File: config.mk
export PLATFORM = sky130hd
export DESIGN_NAME = lzsd_front
export DESIGN_NICKNAME = d
export VERILOG_FILES = /design/src/hw/rtl/lzsd_pkg.sv /design/src/hw/rtl/lzsd_front.sv
export SDC_FILE = /design/constraint.sdc
export NUM_CORES = 1
export LEC_CHECK = 0
export ABC_AREA = 1
export BUFFER_PORTS_ARGS = -buffer_cell sky130_fd_sc_hd__buf_2
export CORE_UTILIZATION = 30
export CTS_BUF_LIST = sky130_fd_sc_hd__clkbuf_8
export CTS_CLUSTER_DIAMETER = 50
export DETAILED_ROUTE_END_ITERATION = 8
export PLACE_DENSITY = 0.57
export SYNTH_ARGS = -nofsm -noshare
export SYNTH_HDL_FRONTEND = slang
export SYNTH_SLANG_ARGS = --single-unit
File: constraint.sdc
create_clock -name clk_i -period 1.8 [get_ports clk_i]
set_input_delay 0.27 -clock clk_i [delete_from_list [all_inputs] [get_ports clk_i]]
set_output_delay 0.27 -clock clk_i [all_outputs]
set_load 0.02 [all_outputs]
File: src/hw/rtl/lzsd_pkg.sv
// ----------------------------------------------------------------------------
// lzsd_pkg
// Shared types and constants of the LZSS decompressor.
// ----------------------------------------------------------------------------
package lzsd_pkg;

  // Default code layout: 12-bit backward distance, 4-bit length field.
  localparam int unsigned DISTANCE_BITS_DEF     = 12;
  localparam int unsigned LENGTH_FIELD_BITS_DEF = 4;

  // Shortest match; the length field holds length minus this.
  localparam int unsigned MIN_MATCH       = 2;
  // Tokens governed by one flag byte.
  localparam int unsigned TOKENS_PER_FLAG = 8;

  // Queue depths (powers of two).
  localparam int unsigned CMD_DEPTH = 2;
  localparam int unsigned OUT_DEPTH = 4;
  localparam int unsigned OUT_CNT_W = $clog2(OUT_DEPTH + 1);

  // Input beat: one compressed byte.
  typedef struct packed {
    logic [7:0] in_byte;
    logic       stream_start;
  } in_t;

  // Output beat: one decompressed byte.
  typedef struct packed {
    logic [7:0] out_byte;
    logic       run_last;
  } out_t;

  // Command from front to back: a literal (lo) or a raw 16-bit match code.
  typedef struct packed {
    logic       is_match;
    logic [7:0] hi;
    logic [7:0] lo;
  } cmd_t;

endpackage

File: src/hw/rtl/lzsd_front.sv
// ----------------------------------------------------------------------------
// lzsd_front
// Token parser: tracks flag bits and turns literals and match codes
// into commands for the copy engine.
// ----------------------------------------------------------------------------
module lzsd_front (
  input  logic           clk_i,
  input  logic           rst_ni,
  input  logic           push_i,
  input  lzsd_pkg::in_t  in_data_i,
  output logic           full_o,
  output logic           cmd_push_o,
  output lzsd_pkg::cmd_t cmd_o,
  input  logic           cmd_full_i
);
  import lzsd_pkg::*;

  localparam logic [1:0] PhFlag   = 2'd0;
  localparam logic [1:0] PhToken  = 2'd1;
  localparam logic [1:0] PhMatch2 = 2'd2;

  logic [1:0] phase_q, phase_d;
  logic [7:0] flag_q, flag_d;
  logic [3:0] tok_q, tok_d;
  logic [7:0] hi_q, hi_d;
  logic [3:0] tok_inc;
  logic       accept;

  assign full_o  = cmd_full_i;
  assign accept  = push_i && !cmd_full_i;
  assign tok_inc = tok_q + 4'd1;

  always_comb begin
    phase_d      = phase_q;
    flag_d       = flag_q;
    tok_d        = tok_q;
    hi_d         = hi_q;
    cmd_push_o   = 1'b0;
    cmd_o.is_match = (phase_q == PhMatch2);
    cmd_o.hi     = hi_q;
    cmd_o.lo     = in_data_i.in_byte;
    if (accept) begin
      if (in_data_i.stream_start) begin
        flag_d  = in_data_i.in_byte;
        tok_d   = '0;
        phase_d = PhToken;
      end else begin
        unique case (phase_q)
          PhToken: begin
            flag_d = {flag_q[6:0], 1'b0};
            tok_d  = tok_inc;
            if (flag_q[7]) begin
              hi_d    = in_data_i.in_byte;
              phase_d = PhMatch2;
            end else begin
              cmd_push_o     = 1'b1;
              cmd_o.is_match = 1'b0;
              phase_d = (tok_inc >= 4'(TOKENS_PER_FLAG)) ? PhFlag : PhToken;
            end
          end
          PhMatch2: begin
            cmd_push_o     = 1'b1;
            cmd_o.is_match = 1'b1;
            phase_d = (tok_q >= 4'(TOKENS_PER_FLAG)) ? PhFlag : PhToken;
          end
          default: begin
            // flag byte expected (unused code too)
            flag_d  = in_data_i.in_byte;
            tok_d   = '0;
            phase_d = PhToken;
          end
        endcase
      end
    end
  end

  always_ff @(posedge clk_i or negedge rst_ni) begin
    if (!rst_ni) begin
      phase_q <= PhFlag;
      flag_q  <= '0;
      tok_q   <= '0;
      hi_q    <= '0;
    end else begin
      phase_q <= phase_d;
      flag_q  <= flag_d;
      tok_q   <= tok_d;
      hi_q    <= hi_d;
    end
  end

endmodule

# Word level (Yosys, flattened, before mapping)
# Cells that the tools add are included.
# totals
ff_bits	22
elab_cells	31
# classes
n_addsub	1
reduce_logical	4
bitwise_logic	1
order_cmp	2
n_mux	16
n_eq_ne	3
# op_table
op	n
$pmux 8 s2	1
$ge 4x4->1 const B	2
$mux 1	8
$mux 8	1
$pmux 4 s2	1
$add 4x1->4 const B	1
$mux 2	2
$mux 4	1
$pmux 2 s2	1
$reduce_and 4->1	1
$eq 2x1->1 const B	1
$eq 2x2->1 const B	1
$ne 2x2->1 const B	1
$pmux 1 s2	1
$reduce_and 2->1	1
$logic_and 1x1->1	1
$logic_not 1->1	1
$not 1->1	1

# Logic depth before layout (Yosys ltp)
# logic_depth
ltp_word	6
depth_mapped	9
mapped_depth_nobuf	7

# Worst setup path before layout
# OpenSTA, ideal clock, no wires.
# synth_path
path_type	reg2reg
start	reg phase_q[0]
end	reg tok_q[3]
synth_period_minus_slack_ns	1.418
n_path_buf	2
stages_incl_launch_ff	10
arrival_time_ns	1.341
path_slack_ns	0.382
required_ns	1.723
path_cell_list	dfrtp_1 inv_1 ha_1 nand2_1 and2_4 buf_8 inv_4 buf_8 nand2_1 o21ai_1
# synth_between
elab_chain_cells	3
elab_cells_between_ends	6
cone_classes	3 x eq/ne; 2 x mux; 1 x reduce/logical
# synth_lines
item	line	text
start, declared	lzsd_front.sv:22	logic [1:0] phase_q, phase_d;
start signal, assigned	lzsd_front.sv:79	phase_q <= PhFlag;
start signal, assigned	lzsd_front.sv:84	phase_q <= phase_d;
$eq 2x2->1 / $eq 2x1->1 (equally long branches)	lzsd_front.sv:48	unique case (phase_q)
$pmux 4 s2 / $ne 2x2->1 (equally long branches)	--	
$mux 4 / $reduce_and 2->1 (equally long branches)	--	
end signal, assigned	lzsd_front.sv:86	tok_q <= tok_d;
end, declared	lzsd_front.sv:24	logic [3:0] tok_q, tok_d;
# Parallel ways exist; a longest one is shown, timed or not.
# A chain may end at the register's enable or synchronous reset.

# Worst setup path in the final report
# layout_path
start	reg phase_q[0]
end	out cmd_push_o
# layout_between
elab_chain_cells	4
elab_cells_between_ends	5
cone_classes	2 x eq/ne; 3 x mux
# layout_lines
item	line	text
$eq 2x2->1 / $eq 2x1->1 (equally long branches)	lzsd_front.sv:48	
$pmux 1 s2 (*)	lzsd_front.sv:48	
$mux 1 (*)	lzsd_front.sv:43	if (in_data_i.stream_start) begin
$mux 1 (*)	lzsd_front.sv:42	if (accept) begin
end, declared	lzsd_front.sv:12	output logic cmd_push_o,
# Every way passes the cells marked *; elsewhere a longest branch is shown, timed or not.

==> flow_metrics.env <==
export IMPL_status="complete, no violations"
export IMPL_ys_ff_latch=22
export IMPL_drt_drc_violations_left=0
export IMPL_top_ports=32
export IMPL_grt_start_max_net_pins=23
export IMPL_finalCriticalPeriod_ns=1.656
export IMPL_r2r_cells=6
export IMPL_filler_cell_count=397
export IMPL_setup_total_negative_slack_ns=0
export IMPL_post_synth_cell_area_avg_um2=8.702
export IMPL_postRouteWirelength_um=2125
export IMPL_die_width_um=64.35
export IMPL_r2r_start="phase_q[0]"
export IMPL_fin_nets=176
export IMPL_path_max_fanout=3
export IMPL_drt_first_pass_iters=4
export IMPL_grt_first_pass_wirelength_um=3636
export IMPL_pwr_share_comb_pct=34.0
export IMPL_most_common_cell_after_layout_fill_and_taps_aside="sky130_fd_sc_hd__nand2_1"
export IMPL_post_drt_wl_per_cell_um=10.32
export IMPL_finalHoldWorstSlack_ns=0.2848
export IMPL_rr_endpoint="flag_q[4]"
export IMPL_signal_arrival_time_at_the_worst_endpoint_ns=1.39
export IMPL_clk_insertion_delay_late_ns=0.26
export IMPL_final_critical_path_setup_slack_ns=0.1435
export IMPL_crit_required_ns=1.53
export IMPL_power_share_clock_pct=21.1
export IMPL_worst_slew_pin_slew_ns=0.4962
export IMPL_core_um2=3689
export IMPL_cellInternalPower_mw=1.057
export IMPL_dp_hpwl_um=1599
export IMPL_crit_path_launch_type="flip-flop"
export IMPL_worstSetupPathType="reg2out"
export IMPL_clkSinkCount=22
export IMPL_dr_first_iter_drc_count=29
export IMPL_cellPowerDensity_nw_per_um2=1227
export IMPL_finalWeightedCongestion=0.7638
export IMPL_drt_antenna_violating_nets=0
export IMPL_utilization_pct=36.84
export IMPL_yosys_warnings=0
export IMPL_start_util_pct=31.61
export IMPL_min_delay_worst_endpoint="flag_q[0]"
export IMPL_period_share_pct=92.03
export IMPL_grt_setup_unrepaired="false"
export IMPL_worstHoldPathCells=3
export IMPL_max_cap_violations=0
export IMPL_global_route_usage_total_pct=11.68
export IMPL_area_delta_synth_final_pct=16.52
export IMPL_globalRoute_totalOverflow=0
export IMPL_num_vias=880
export IMPL_port_buffers=31
export IMPL_setup_worst_path_end_class="primary output"
export IMPL_grt_pass1_vias=789
export IMPL_total_cts_buffers=3
export IMPL_synth_lib_cells_used_distinct=25
export IMPL_clkTransAtPathRegs_ns=0.08
export IMPL_ctsLongestPathBuffers=2
export IMPL_finalSetupViolations=0
export IMPL_min_delay_start="in_data_i[1]"
export IMPL_final_layout_size_suffix_gt1_share_pct=27.85
export IMPL_mappedNetlistNets=151
export IMPL_vdd_drop_max_mv=0.3306
export IMPL_fraction_of_the_yosys_area_taken_by_sequential_cells_pct=47.21
export IMPL_rows=22
export IMPL_vias_per_instance=4.272
export IMPL_die_height_um=64.35
export IMPL_final_cell_mix="sky130_fd_sc_hd__nand2_1, sky130_fd_sc_hd__buf_2, sky130_fd_sc_hd__dfrtp_1"
export IMPL_relSlewSlack_pct=66.92
export IMPL_power_switching_fraction_pct=36.61
export IMPL_netlist_instances=134
export IMPL_mappedNetlistArea_um2=1166
export IMPL_seq_power_share_pct=44.8
export IMPL_max_clock_freq_ghz=0.6037
export IMPL_timing_final_max_slew_violations=0
export IMPL_switchingPower_mw=0.6102
export IMPL_preCtsSetupSlack_ns=0.3227
export IMPL_p_leak_nw=0.7261
export IMPL_num_antenna_cells=0
export IMPL_timing_hold_violations_final=0
export IMPL_ctsRootBufferMaster="sky130_fd_sc_hd__clkbuf_8"
export IMPL_grt_antenna_before_repair=0
export IMPL_cts_htree_levels=1
export IMPL_hold_path_class="in2reg"
export IMPL_reg2reg_setup_slack_ns=0.37
export IMPL_die_footprint_um2=4140
export IMPL_tritoncts_clock_tree="built"
export IMPL_clock_skew_ns=0.003932
==> metal layers <==
metal | GRT usage [%] | share of wire, %
met1 | 15.61 | 50
met2 | 17.50 | 45
met3 | 2.679 | 3.7
met4 | 5.833 | 1.4
met5 | 0 | 0
==> layout make-up <==
cell class / instances / area (um^2) / area share [%]
Clock buffer: 4 / 55.05 / 4.052
Inverter: 19 / 75.07 / 5.525
Multi-Input combinational cell: 80 / 445.4 / 32.78
Sequential cell: 22 / 550.5 / 40.52
Tap cell: 48 / 60.06 / 4.420
Timing Repair Buffer: 33 / 172.7 / 12.71
==> worst max-delay path by stage <==
stage / start / to
after floorplan: phase_q[0] / tok_q[3]
after global placement: phase_q[1] / cmd_push_o
after detailed placement: phase_q[1] / flag_q[3]
after CTS: phase_q[1] / cmd_push_o
after global routing: phase_q[1] / cmd_push_o
final: phase_q[0] / cmd_push_o
==> sequential cells by signal, indices dropped and copies added (netlist names) <==
signal,cells
flag_q,8
hi_q,8
phase_q,2
tok_q,4
==> repair_timing <==
action	CTS	global route
endpoints found under the setup margin	0	1
buffers inserted	0	1
gates resized for setup	0	2
hold buffers	1	0
endpoints found under the hold margin	22	0
==> cell usage after synthesis (all sizes together) <==
cell     n  area (um^2)
nand3    3        15.01
nor2     8        37.54
o21ai   12        63.81
ha       4        50.05
o22ai    1        6.260
a21oi    1        5.000
buf     12        102.6
xnor2    1        8.760
inv     18        70.07
and2     2        15.02
nand4    3        33.78
dfrtp   22        550.5
clkinv   1        5.000
nand2   38        145.1
clkbuf   1        5.000
o211ai   7        52.55
==> worst max-delay path, cell delays in order (launching register included) <==
cell,delay (ns)
sky130_fd_sc_hd__dfrtp_1,0.37
sky130_fd_sc_hd__inv_1,0.05
sky130_fd_sc_hd__ha_1,0.28
sky130_fd_sc_hd__nor2_1,0.08
sky130_fd_sc_hd__nand2_1,0.07
sky130_fd_sc_hd__nor2_1,0.10
sky130_fd_sc_hd__buf_2,0.16
==> cell families (layout without fill, tap and decap cells) <==
logic type / count (synthesis) / after routing / share of synthesized area [%]
and+or+nand+nor: 54 / 54 / 21.14
AOI/OAI and AO/OA: 21 / 21 / 10.94
xor gates and xnor gates: 1 / 1 / 0.7512
DFF: 22 / 22 / 47.21
buffers and inverters: 32 / 56 / 15.66
adders and majority gates: 4 / 4 / 4.292
==> power groups by stage <==
stage / Clock [mW] / Sequential, mW / Combinational [mW]
2_1_floorplan: 0 / 0.852 / 0.292
3_3_place_gp: 0 / 0.749 / 0.538
3_5_place_dp: 0 / 0.758 / 0.546
4_1_cts: 0.365 / 0.750 / 0.550
5_1_grt: 0.384 / 0.770 / 0.644
6_report: 0.352 / 0.747 / 0.567
==> per-stage QoR <==
step / cell area [um^2] / total power, mW / instances
3_3_place_gp: 1274 / 1.287 / 200
5_1_grt: 1359 / 1.798 / 206
3_5_place_dp: 1274 / 1.304 / 200
6_report: 1359 / 1.667 / 206
2_1_floorplan: 1166 / 1.144 / 134
4_1_cts: 1339 / 1.665 / 205
(Power assumes the default switching activity.)
