File: src/hw/rtl/lzsd_fifo.sv
// ----------------------------------------------------------------------------
// lzsd_fifo
// Small register FIFO with occupancy count; DEPTH must be a power of two.
// ----------------------------------------------------------------------------
module lzsd_fifo #(
  parameter int unsigned WIDTH = 8,
  parameter int unsigned DEPTH = 2
) (
  input  logic                         clk_i,
  input  logic                         rst_ni,
  input  logic                         push_i,
  input  logic [WIDTH-1:0]             data_i,
  output logic                         full_o,
  input  logic                         pop_i,
  output logic [WIDTH-1:0]             data_o,
  output logic                         empty_o,
  output logic [$clog2(DEPTH+1)-1:0]   count_o
);

  localparam int unsigned PW = (DEPTH > 1) ? $clog2(DEPTH) : 1;
  localparam int unsigned CW = $clog2(DEPTH + 1);

  logic [WIDTH-1:0] mem_q [DEPTH];
  logic [PW-1:0]    wr_ptr_q, wr_ptr_d;
  logic [PW-1:0]    rd_ptr_q, rd_ptr_d;
  logic [CW-1:0]    count_q, count_d;
  logic             push_ok, pop_ok;

  assign full_o  = (count_q == CW'(DEPTH));
  assign empty_o = (count_q == '0);
  assign count_o = count_q;
  assign data_o  = mem_q[rd_ptr_q];

  assign push_ok = push_i && !full_o;
  assign pop_ok  = pop_i && !empty_o;

  always_comb begin
    wr_ptr_d = push_ok ? wr_ptr_q + PW'(1) : wr_ptr_q;
    rd_ptr_d = pop_ok ? rd_ptr_q + PW'(1) : rd_ptr_q;
    count_d  = count_q;
    if (push_ok && !pop_ok) begin
      count_d = count_q + CW'(1);
    end else if (pop_ok && !push_ok) begin
      count_d = count_q - CW'(1);
    end
  end

  always_ff @(posedge clk_i or negedge rst_ni) begin
    if (!rst_ni) begin
      wr_ptr_q <= '0;
      rd_ptr_q <= '0;
      count_q  <= '0;
    end else begin
      wr_ptr_q <= wr_ptr_d;
      rd_ptr_q <= rd_ptr_d;
      count_q  <= count_d;
    end
  end

  always_ff @(posedge clk_i) begin
    if (push_ok) begin
      mem_q[wr_ptr_q] <= data_i;
    end
  end

endmodule

File: config.mk
export PLATFORM = sky130hd
export DESIGN_NAME = lzsd_fifo
export DESIGN_NICKNAME = d
export VERILOG_FILES = /design/src/hw/rtl/lzsd_fifo.sv
export SDC_FILE = /design/constraint.sdc
export NUM_CORES = 1
export LEC_CHECK = 0
export BUFFER_PORTS_ARGS = -buffer_cell sky130_fd_sc_hd__buf_2
export CAP_MARGIN = 40
export CORE_MARGIN = 1.5
export CORE_UTILIZATION = 48
export DETAILED_ROUTE_END_ITERATION = 8
export PLACE_DENSITY = 0.76
export SYNTH_ARGS = -nofsm -noshare
export SYNTH_HDL_FRONTEND = slang
export SYNTH_SLANG_ARGS = --single-unit
File: constraint.sdc
create_clock -name clk_i -period 1.9 [get_ports clk_i]
set_input_delay 0.19 -clock clk_i [delete_from_list [all_inputs] [get_ports clk_i]]
set_output_delay 0.19 -clock clk_i [all_outputs]
set_load 0.05 [all_outputs]
**Yosys cells after proc, flatten, opt, wreduce, memory -nomap -nowiden**

Memories as Yosys holds them, arrays and structs flattened.
Index checks and enable logic that the tools add are counted.

- Register bits after elaboration: 4
- Bits in writable memories: 16
- Input bits: 12
- Output and inout port bits: 12
- Memories: 1

Memory list:

| memory | depth | bits a word | read ports | clocked after Yosys merged registers in | wr ports | line | text |
|---|---|---|---|---|---|---|---|
| mem_q | 2 | 8 | 1 | 0 | 1 | 23 | `logic [WIDTH-1:0] mem_q [DEPTH];` |

- Add/subtract/negate cells: 4
- Equality and inequality tests: 1
- Muxes and demuxes: 4
- Reduce and logical (&&, ||, !) cells: 10

Operators with widths:

| kind | number |
|---|---|
| $logic_and 1x1->1 | 4 |
| $logic_not 1->1 | 4 |
| $mux 2 | 2 |
| $add 1x1->1 const B | 2 |
| $add 2x1->2 const B | 1 |
| $eq 2x2->1 const B | 1 |
| $logic_not 2->1 | 1 |
| $mux 1 | 2 |
| $reduce_bool 2->1 | 1 |
| $sub 2x1->2 const B | 1 |

**Longest topological paths before layout**

Gate-level depths: netlist of the first run.

- Depth after elaboration: 7
- Depth in mapped cells: 7
- Depth with buffers taken out: 7

**Worst setup path before layout of the first run**

OpenSTA, ideal clock, no wires.

- Kind: reg2reg
- From: register count_q[0], in the netlist count_o[0]
- To: memory mem_q[0][0] (enable)
- Setup time: 0.370 ns
- Data arrival time: 1.384 ns
- Path slack: 0.146 ns
- Stages on the path, launching flop included: 4
- Path buffers: 0
- Path through: dfrtp_1 -> nand2b_1 -> nand2_2 -> nor2_1

- Longest elaborated chain between the ends: 5

RTL lines:

| item | line | text |
|---|---|---|
| start: declaration | 26 | `logic [CW-1:0] count_q, count_d;` |
| start signal: assignment | 56 | `count_q <= count_d;` |
| $eq 2x2->1 | 29 | `assign full_o = (count_q == CW'(DEPTH));` |
| $logic_not 1->1 | 34 | `assign push_ok = push_i && !full_o;` |
| $logic_and 1x1->1 | 34 |  |
| $mux 1 | 61 | `if (push_ok) begin` |
| $mux 1 (implied by the code) | 62 | `mem_q[wr_ptr_q] <= data_i;` |
| end: declaration | 23 |  |

Every way passes these cells.

**Worst setup path after layout of the first run**

- From: register rd_ptr_q
- To: output port data_o[7]

- Longest elaborated chain between the ends: 1

RTL lines:

| item | line | text |
|---|---|---|
| start: declaration | 25 | `logic [PW-1:0] rd_ptr_q, rd_ptr_d;` |
| start signal: assignment | 55 | `rd_ptr_q <= rd_ptr_d;` |
| $mem_v2 2x8 | - |  |
| end: declaration | 15 | `output logic [WIDTH-1:0] data_o,` |

Every way passes these cells.

==> results of run 1 <==
how the worst min path moves through the flow:
stage	endpoint	cells past startpoint	from	slack, ns
CTS	mem_q[1][0]$_DFFE_PP_	1	data_i[0]	0.06
floorplan	count_o[0]$_DFFE_PN0P_	0	rst_ni	-0.11
detailed placement	count_o[1]$_DFFE_PN0P_	1	rst_ni	0.003
finish	mem_q[1][0]$_DFFE_PP_	1	data_i[0]	0.07
global route	mem_q[1][0]$_DFFE_PP_	1	data_i[0]	0.06
global placement	count_o[1]$_DFFE_PN0P_	1	rst_ni	0.0009
kinds of logic after synthesis:
| family | count (synthesis) | synth area share, % |
|---|---|---|
| buf+inv | 3 | 1.60 |
| flops | 20 | 74.2 |
| simple gates | 6 | 3.84 |
| xor+xnor | 5 | 6.56 |
| mux | 8 | 11.5 |
| compound gates | 1 | 0.639 |
| fa+ha+maj | 1 | 1.60 |
per-stage QoR:
stage          hold WS, ns  worst slack (ns)  util, %  std cells
6_report            0.0684             0.244     62.7         88
3_3_place_gp      0.000905             0.442     60.3         83
3_5_place_dp       0.00287             0.368     60.3         83
5_1_grt             0.0638             0.168     62.7         88
2_1_floorplan       -0.106             0.146        -         44
4_1_cts             0.0617             0.212     62.7         88
state kept, by name (all words and copies together), names as in the netlist:
| signal | count |
|---|---|
| count_o | 2 |
| rd_ptr_q | 1 |
| wr_ptr_q | 1 |
| mem_q | 16 |
cell usage after synthesis (2+ instances only):
| cell | n |
|---|---|
| mux2_1 | 6 |
| edfxtp_1 | 16 |
| inv_1 | 2 |
| mux2_2 | 2 |
| xor2_1 | 2 |
| dfrtp_1 | 4 |
| xnor2_1 | 2 |
| nor2_1 | 3 |
layer usage:
metal / GRT usage, % / routed length [um] / vias to the layer above
li1: - / - / 215
met1: 17.3 / 493 / 212
met2: 22.4 / 575 / 15
met3: 3.75 / 65 / 4
met4: 10.9 / 36 / 0
met5: 0 / 0 / -
final cells by class:
type                    instances  area [sq um]  share of cell area (%)
repair buffers                 25           133                    13.9
flip-flops and latches         20           581                    60.7
multi-input cells              21           189                    19.8
inverters                       2          7.51                   0.785
clock buffers                   4          26.3                    2.75
well taps                      16          20.0                    2.09
critical path: stages (launching register included):
cell and delay (ns):
dfrtp_1 0.59, mux2_2 0.37, buf_2 0.21
==> flow_summary.rst, run 1 <==
.. list-table::
   :header-rows: 1

   * - Metric
     - Value
   * - Placed inst area
     - 920 sq um
   * - Fin nets
     - 86
   * - Count of yosys warnings during synthesis
     - 0
   * - Mean post-synth cell area
     - 17.8 sq um
   * - Most common cell after layout, fill and taps aside
     - buf_2
   * - Worst Tran Pin Value
     - 0.399 ns
   * - Clock H-tree levels
     - 1
   * - IO buf count
     - 23
   * - Row count
     - 14
   * - Share of post-route cells with drive strength above 1
     - 43.1%
   * - Async set or reset register ratio after synthesis
     - 20.0%
   * - Worst Setup Start Kind
     - register
   * - Height of the die
     - 43.4 um
   * - Number of DRC markers after the initial detailed-route iteration
     - 0
   * - Number of enable flip-flop cells after synthesis
     - 16
   * - Routed Antenna Nets
     - 0
   * - Maximum number of pins on one net before global-route repair
     - 12
   * - Maximum clock skew at final layout
     - 0.00536 ns
   * - Die Wd
     - 43.4 um
   * - Critical Path RT
     - 1.71 ns
   * - Final critical-path share of the clock period
     - 87.1%
   * - DRT Wirelength
     - 1170 um
   * - Placeable core region
     - 1520 sq um
   * - Global-route usage over all layers
     - 14.5%
   * - Sequential fraction of the synthesis area
     - 74.2%
   * - Hold Vio Cnt, Final
     - 0
   * - Number of antenna cells inserted
     - 0
   * - TritonCTS Buffers
     - 3
   * - Clock-pin slew of the registers on the worst-case setup and hold paths
     - 0.11 ns
   * - Critical path type
     - reg2out
   * - Clk sink count
     - 20
   * - Number of storage elements in the synthesis netlist
     - 20
   * - Finished Cell Area
     - 956 sq um
   * - Vias in the first global route
     - 402
   * - R2R setup slack
     - 0.36 ns
   * - Total global routing overflow
     - 0
   * - Vias
     - 446
   * - Full die area
     - 1880 sq um
   * - Max-cap violations
     - 0
   * - Number of antenna violations at the first check in global routing
     - 0
   * - Total negative setup slack
     - 0 ns
   * - R2R Path Start
     - count_o[0]$_DFFE_PN0P_
   * - Effective utilization at floorplan
     - 51.3%
   * - Result of the run
     - finished clean
   * - Launch point of the worst path
     - rd_ptr_q$_DFFE_PN0P_
   * - Clock root buffer
     - clkbuf_4
   * - Number of top-level pins
     - 24
   * - Highest clock frequency the design can meet
     - 604 MHz
   * - Cells taking the most area after synthesis
     - edfxtp_1 61%, dfrtp_1 13%, mux2_1 8.6%
   * - Syn_nets
     - 57
   * - Endpoint of the worst-slack reg-to-reg timing path
     - count_o[1]$_DFFE_PN0P_
   * - Worst Hold Class
     - in2reg
   * - Setup repair after global routing missed its margin
     - no
   * - Remaining routing DRC violations
     - 0
   * - Highest fanout seen on the critical path
     - 9
   * - Time the final worst path needs with I/O delays and setup
     - 1.66 ns
   * - Area of the mapped netlist
     - 782 sq um
   * - Setup Fix Bufs, Post-CTS
     - 0
   * - Most used flip-flop cell after synthesis
     - edfxtp_1
   * - Crit end category
     - primary output
   * - Gate count of the mapped netlist
     - 44
   * - CTS tree
     - built
   * - Half-perimeter wire length of the detailed placement result
     - 866 um
   * - Via count normalized by instance count
     - 5.07
   * - Global-route wire length before repair
     - 1840 um
   * - Latest clock arrival within the worst-skew pair
     - 0.30 ns
   * - Number of optimization iterations in the first detailed-route pass
     - 1
   * - Slew HR
     - 73.4%
   * - Final GP Congestion
     - 0.681
   * - Resized cells post-CTS
     - 0
   * - Cts-stage hold buffer count
     - 1
   * - Cell type with the highest aggregate area in the netlist
     - edfxtp_1
   * - Slew Viols, Final
     - 0
   * - Commonest cells after routing, fill and taps aside
     - 23 x buf_2, 16 x edfxtp_1, 6 x mux2_1
   * - Bufs on Longest Clock Path
     - 2
   * - Count of distinct cell types in the synthesized netlist
     - 15
   * - Synth-to-Final Area Change
     - 22.2%
   * - Fillcell total
     - 126
   * - Data arrival time of the critical path
     - 1.47 ns
   * - Setup violation total in the final timing report
     - 0
   * - Routed wire per std cell
     - 13.3 um
   * - Critical path destination
     - data_o[7]
   * - Length in cells of the worst reg-to-reg path
     - 6
   * - Share of the synthesized area in the top cell type
     - 61.4%
Power of run 1 is not shown: default switching activity piles up to over one toggle a cycle in this logic, so the estimate is an artifact.
==> run 2: changes to the inputs <==
Settings changed: ABC_AREA from default to 1.
==> flow_summary.rst, run 2 <==
.. list-table::
   :header-rows: 1

   * - Metric
     - Value
   * - Effective utilization at floorplan
     - 52.5% (+1.2 points)
   * - Full die area
     - 1940 sq um (+3.3%)
   * - Most used flip-flop cell after synthesis
     - edfxtp_1
   * - Hold Vio Cnt, Final
     - 0 (unchanged)
   * - Global-route wire length before repair
     - 2080 um (+13%)
   * - GRT Max-Usage Layer
     - met2
   * - Worst Setup Start Kind
     - register
   * - Clock H-tree levels
     - 1 (unchanged)
   * - Crit end category
     - primary output
   * - Clock root buffer
     - clkbuf_4
   * - Commonest cells after routing, fill and taps aside
     - 33 x nand2_1, 23 x buf_2, 16 x edfxtp_1
   * - Kind of cell adding the most delay to the critical path
     - flip-flops
   * - Largest register FFs
     - 16 (unchanged)
   * - Count leader, synth
     - nand2_1
   * - Fin nets
     - 115 (+34%)
   * - Half-perimeter wire length of the detailed placement result
     - 997 um (+15%)
   * - Time the final worst path needs with I/O delays and setup
     - 1.59 ns (-0.0683 ns)
   * - Number of antenna cells inserted
     - 0 (unchanged)
   * - Placeable core region
     - 1540 sq um (+1.1%)
   * - DRT Wirelength
     - 1320 um (+13%)
   * - Vias in the first global route
     - 514 (+28%)
   * - Latest clock arrival within the worst-skew pair
     - 0.29 ns (about the same)
   * - Slew Viols, Final
     - 0 (unchanged)
   * - Total global routing overflow
     - 0 (unchanged)
   * - Cts-stage hold buffer count
     - 1 (unchanged)
   * - Data arrival time of the critical path
     - 1.40 ns (-0.07 ns)
   * - Sequence of cells on the critical path
     - inv_2 -> nand2_1 -> nand2_1 -> buf_2
   * - Routed Antenna Nets
     - 0 (unchanged)
   * - Remaining routing DRC violations
     - 0 (unchanged)
   * - Share of the synthesized area in the top cell type
     - 59.4% (-2.1 points)
   * - Clk sink count
     - 20 (unchanged)
   * - Critical path type
     - reg2out
   * - IO buf count
     - 23 (unchanged)
   * - Number of top-level pins
     - 24 (unchanged)
   * - Number of optimization iterations in the first detailed-route pass
     - 6 (+5)
   * - Highest clock frequency the design can meet
     - 630 MHz (+4.3%)
   * - Cells taking the most area after synthesis
     - edfxtp_1 59%, nand2_1 15%, dfrtp_1 12%
   * - Synth-to-Final Area Change
     - 25.3%
   * - CP most frequent cell
     - nand2_1
   * - Maximum number of pins on one net before global-route repair
     - 13 (+1)
   * - Number of enable flip-flop cells after synthesis
     - 16 (unchanged)
   * - Setup repair after global routing missed its margin
     - no
   * - Area of the mapped netlist
     - 810 sq um (+3.5%)
   * - Number of antenna violations at the first check in global routing
     - 0 (unchanged)
   * - Crit path buf inv count
     - 2 (+1)
   * - Mean post-synth cell area
     - 11.1 sq um (-38%)
   * - Worst Tran Pin Value
     - 0.340 ns (-0.0582 ns)
   * - Number of storage elements in the synthesis netlist
     - 20 (unchanged)
   * - Final critical-path share of the clock period
     - 83.5% (-3.6 points)
   * - Most common cell after layout, fill and taps aside
     - nand2_1
   * - Global-route usage over all layers
     - 15.6% (+1.2 points)
   * - Final GP Congestion
     - 0.842 (+24%)
   * - Met3 layer usage reported by global route
     - 5.71% (+2.0 points)
   * - Setup violation total in the final timing report
     - 0 (unchanged)
   * - Number of DRC markers after the initial detailed-route iteration
     - 18 (+18)
   * - Routed wire per std cell
     - 11.3 um (-15%)
   * - Share of post-route cells with drive strength above 1
     - 30.7% (-12 points)
   * - Height of the die
     - 44.1 um (+1.6%)
   * - Vias
     - 573 (+28%)
   * - Slowest-stage cell, CP
     - dfrtp_1
   * - Max-cap violations
     - 0 (unchanged)
   * - Met1 track demand over resource
     - 19.2% (+1.9 points)
   * - Syn_nets
     - 86 (+51%)
   * - Total negative setup slack
     - 0 ns (unchanged)
   * - Critical Path RT
     - 1.71 ns (about the same)
   * - Bufs on Longest Clock Path
     - 2 (unchanged)
   * - Cell type with the highest aggregate area in the netlist
     - edfxtp_1
   * - Slowest cell delay on critical path
     - 0.52 ns (-0.07 ns)
   * - Maximum clock skew at final layout
     - 0.00321 ns (-0.00215 ns)
   * - Via count normalized by instance count
     - 4.90 (-3.4%)
   * - Die Wd
     - 44.1 um (+1.6%)
   * - Count of distinct cell types in the synthesized netlist
     - 14 (-1)
   * - Resized cells post-CTS
     - 0 (unchanged)
   * - Worst Hold Class
     - in2reg
   * - Setup Fix Bufs, Post-CTS
     - 0 (unchanged)
   * - Met2 global-route usage
     - 25.6% (+3.2 points)
   * - TritonCTS Buffers
     - 3 (unchanged)
   * - Count of yosys warnings during synthesis
     - 0 (unchanged)
   * - CTS tree
     - built
   * - Slew HR
     - 77.3% (+3.9 points)
   * - Sequential fraction of the synthesis area
     - 71.7% (-2.5 points)
   * - Gate count of the mapped netlist
     - 73 (+66%)
   * - Async set or reset register ratio after synthesis
     - 20.0% (unchanged)
   * - Top cell types by occurrence after synthesis
     - 33 x nand2_1, 16 x edfxtp_1, 7 x inv_1, 4 x dfrtp_1
   * - Most flop-heavy register
     - mem_q
   * - Clock-pin slew of the registers on the worst-case setup and hold paths
     - 0.11 ns (about the same)
   * - Result of the run
     - finished clean
   * - Highest fanout seen on the critical path
     - 10 (+1)
   * - Row count
     - 14 (unchanged)
-- run 2: changes by cell type in the layout (fill, tap and decap cells not counted), moves of 2 or more --
cell	change
inv_1	+5
mux2_1	-6
mux2_2	-2
nand2_1	+33
o21ai_0	+2
xor2_1	-2
-- run 2: cell type report --
cell class                      count  area, sq um
Fill cell                         129          527
Multi-Input combinational cell     44          199
Clock buffer                        3         22.5
Sequential cell                    20          581
Clock inverter                      1         30.0
Inverter                            8         30.0
Tap cell                           16         20.0
Timing Repair Buffer               25          133
-- run 2: worst register-to-register path, cell delays in order (launching register included) --
cell and delay (ns):
dfrtp_1 0.50, o21ai_0 0.28, ha_1 0.31, inv_1 0.08, nand3_1 0.08, nand2_1 0.06, nand2_1 0.05
-- run 2: cells by family (layout without fill, tap and decap cells) --
logic type	Yosys count	after routing	synth area share, %
AO/OA/AOI/OAI	2	2	1.24
flip-flops	20	20	71.7
adder cells (fa/ha/maj)	1	1	1.55
AND/OR/NAND/NOR	40	40	20.1
XOR/XNOR	1	1	1.08
buffers and inverters	9	37	4.33
-- run 2: metal layers --
layer | up-vias | wire length (um)
met5 | - | 0
met4 | 0 | 0
met3 | 0 | 67
met2 | 16 | 681
met1 | 265 | 572
li1 | 292 | -
-- run 2: final timing paths --
check,from,to,slack (ns),depth (start not counted)
min in group asynchronous,rst_ni,wr_ptr_q$_DFFE_PN0P_,0.22,2
worst min register to register,wr_ptr_q$_DFFE_PN0P_,wr_ptr_q$_DFFE_PN0P_,0.50,2
worst min-delay path,data_i[5],mem_q[1][5]$_DFFE_PP_,0.08,1
max in group asynchronous,rst_ni,rd_ptr_q$_DFFE_PN0P_,1.56,2
worst max-delay path,rd_ptr_q$_DFFE_PN0P_,data_o[2],0.31,4
worst max register to register,count_o[0]$_DFFE_PN0P_,count_o[1]$_DFFE_PN0P_,0.45,6
-- run 2: through the flow --
stage                     cells  hold slack (ns)  instance area, sq um  setup WS, ns  utilization (%)
final                       117           0.0793                  1010         0.313             65.8
after global routing        117           0.0594                  1010         0.201             65.8
after CTS                   117           0.0739                  1010         0.286             65.8
after detailed placement    112          0.00447                   952         0.449             61.8
after global placement      112          0.00222                   952         0.455             61.8
after floorplan              73           -0.106                   815        0.0198                -
Power of run 2 is left out for the same reason.
==> run 3: changes to the inputs <==
Settings changed: CORE_UTILIZATION 48 to 43, PLACE_DENSITY 0.76 to 0.72.
Clock period 1.9 ns to 1.35 ns, I/O delays scaled along.
==> flow_summary.rst, run 3 (synthesis results as in run 2) <==
.. list-table::
   :header-rows: 1

   * - Metric
     - Value
   * - Max-cap violations
     - 0 (unchanged)
   * - Number of DRC markers after the initial detailed-route iteration
     - 5 (-13)
   * - Commonest cells after routing, fill and taps aside
     - 29 x nand2_1, 16 x edfxtp_1, 13 x buf_2
   * - Vias in the first global route
     - 542 (+5.4%)
   * - Critical Path RT
     - 1.22 ns (-0.49 ns)
   * - Slew HR
     - 81.7% (+4.4 points)
   * - Result of the run
     - complete, but fails checks
   * - Vias
     - 623 (+8.7%)
   * - Highest clock frequency the design can meet
     - 735 MHz
   * - Critical path type
     - reg2out
   * - TritonCTS Buffers
     - 3 (unchanged)
   * - Endpoint of the worst-slack reg-to-reg timing path
     - count_o[1]$_DFFE_PN0P_
   * - Crit end category
     - primary output
   * - Final critical-path share of the clock period
     - 101%
   * - Setup repair after global routing missed its margin
     - yes
   * - Fillcell total
     - 134 (+3.9%)
   * - Placed inst area
     - 996 sq um (+4.6%)
   * - Number of antenna cells inserted
     - 0 (unchanged)
   * - Clock H-tree levels
     - 1 (unchanged)
   * - R2R Path Start
     - count_o[0]$_DFFE_PN0P_
   * - Hold depth
     - 1 (unchanged)
   * - Hold WS
     - 0.0149 ns (-0.0644 ns)
   * - Die Wd
     - 46.4 um (+5.3%)
   * - Worst Setup Start Kind
     - register
   * - Hold Vio Cnt, Final
     - 0 (unchanged)
   * - Most common cell after layout, fill and taps aside
     - nand2_1
   * - Source of the worst hold timing path
     - data_i[4]
   * - IO buf count
     - 23 (unchanged)
   * - Share of post-route cells with drive strength above 1
     - 46.8% (+16 points)
   * - Number of antenna violations at the first check in global routing
     - 0 (unchanged)
   * - Routed wire per std cell
     - 11.7 um (+3.4%)
   * - Row count
     - 15 (+1)
   * - Highest fanout seen on the critical path
     - 6 (-4)
   * - Slew Viols, Final
     - 0 (unchanged)
   * - Largest register FFs
     - 16 (unchanged)
   * - Placeable core region
     - 1750 sq um (+13%)
   * - Count of placed standard cells in the final layout, fillers left out
     - 134 (+15%)
   * - Worst Hold Class
     - in2reg
   * - Half-perimeter wire length of the detailed placement result
     - 989 um (-0.77%)
   * - Total global routing overflow
     - 0 (unchanged)
   * - Number of optimization iterations in the first detailed-route pass
     - 4 (-2)
   * - Clock root buffer
     - clkbuf_4
   * - Maximum number of pins on one net before global-route repair
     - 12 (-1)
   * - Launch point of the worst path
     - rd_ptr_q$_DFFE_PN0P_
   * - Post-Place Setup Slack
     - -0.0695 ns (-0.519 ns)
   * - Finished Cell Area
     - 1160 sq um (+15%)
   * - CTS tree
     - built
   * - Number of top-level pins
     - 24 (unchanged)
   * - Routed Antenna Nets
     - 0 (unchanged)
   * - Global-route wire length before repair
     - 2200 um (+6.0%)
   * - Height of the die
     - 46.4 um (+5.3%)
   * - Failing checks
     - setup timing
   * - Final GP Congestion
     - 0.717 (-15%)
   * - DRT Wirelength
     - 1560 um (+18%)
   * - Worst Tran Pin Value
     - 0.272 ns (-0.0684 ns)
   * - Latest clock arrival within the worst-skew pair
     - 0.30 ns (about the same)
   * - Synth-to-Final Area Change
     - 43.9%
   * - Time the final worst path needs with I/O delays and setup
     - 1.36 ns
   * - Via count normalized by instance count
     - 4.65 (-5.1%)
   * - Worst-case hold path end point
     - mem_q[0][4]$_DFFE_PP_
   * - Global-route usage over all layers
     - 15.4% (-0.24 points)
   * - Data arrival time of the critical path
     - 1.22 ns (-0.18 ns)
   * - Bufs on Longest Clock Path
     - 2 (unchanged)
   * - R2R setup slack
     - 0.01 ns (-0.44 ns)
   * - Clock-pin slew of the registers on the worst-case setup and hold paths
     - 0.12 ns (about the same)
   * - Number of placed instances with taps included
     - 124 (+11%)
   * - Maximum clock skew at final layout
     - 0.00984 ns (+0.00664 ns)
   * - Final critical-path setup slack
     - -0.00987 ns (-0.322 ns)
   * - Fin nets
     - 123 (+7.0%)
   * - Full die area
     - 2150 sq um (+11%)
   * - Setup violation total in the final timing report
     - 3 (+3)
   * - Remaining routing DRC violations
     - 0 (unchanged)
   * - Length in cells of the worst reg-to-reg path
     - 7 (+1)
   * - Most flop-heavy register
     - mem_q
   * - Clk sink count
     - 20 (unchanged)
   * - Effective utilization at floorplan
     - 46.4% (-6.1 points)
[run 3: changes by cell type in the layout (fill, tap and decap cells not counted), moves of 4 or more]
cell,change
buf_4,+7
buf_6,+10
buf_2,-10
nand2_2,+4
nand2_1,-4
[run 3: worst max path at each step]
stage	depth (start not counted)	to	slack [ns]
finish	4	data_o[6]	-0.01
global route	4	data_o[6]	-0.09
CTS	3	empty_o	-0.004
detailed placement	6	count_o[1]$_DFFE_PN0P_	-0.07
global placement	6	count_o[1]$_DFFE_PN0P_	0.001
floorplan	8	count_o[1]$_DFFE_PN0P_	-0.31
[run 3: routing by layer]
metal / share of wire (%) / up-vias / GRT usage (%)
met5: 0 / - / 0
met4: 1.2 / 0 / 8.57
met3: 3.0 / 2 / 4.71
met2: 50 / 19 / 25.0
met1: 46 / 294 / 17.9
li1: - / 308 / -
[run 3: final cells by class]
type                            instances  area [sq um]  share of cell area, %
Clock buffer                            4          26.3                   2.26
Multi-Input combinational cell         44           223                   19.1
Sequential cell                        20           587                   50.4
Timing Repair Buffer                   33           263                   22.6
Inverter                                8          35.0                   3.01
Tap cell                               25          31.3                   2.69
[run 3: repair_timing]
action | 4_1_cts | 5_1_grt
hold buffers | 1 | 0
endpoints found under the hold margin | 4 | 0
setup buffers | 3 | 2
resized for setup | 22 | 12
setup endpoints to repair | 18 | 11
pin swaps | 1 | 1
[run 3: worst max-delay path, cell delays in order, from the launching register on]
cell	delay, ns
dfrtp_2	0.49
buf_6	0.15
nand2_2	0.06
nand2_1	0.06
buf_6	0.15
[run 3: through the flow]
stage          setup TNS (ns)  util, %
3_5_place_dp           -0.172     57.1
4_1_cts              -0.00400     64.2
2_1_floorplan           -1.32        -
5_1_grt                -0.598     66.7
3_3_place_gp                0     57.1
6_report              -0.0260     66.7
Power of run 3 is left out for the same reason.
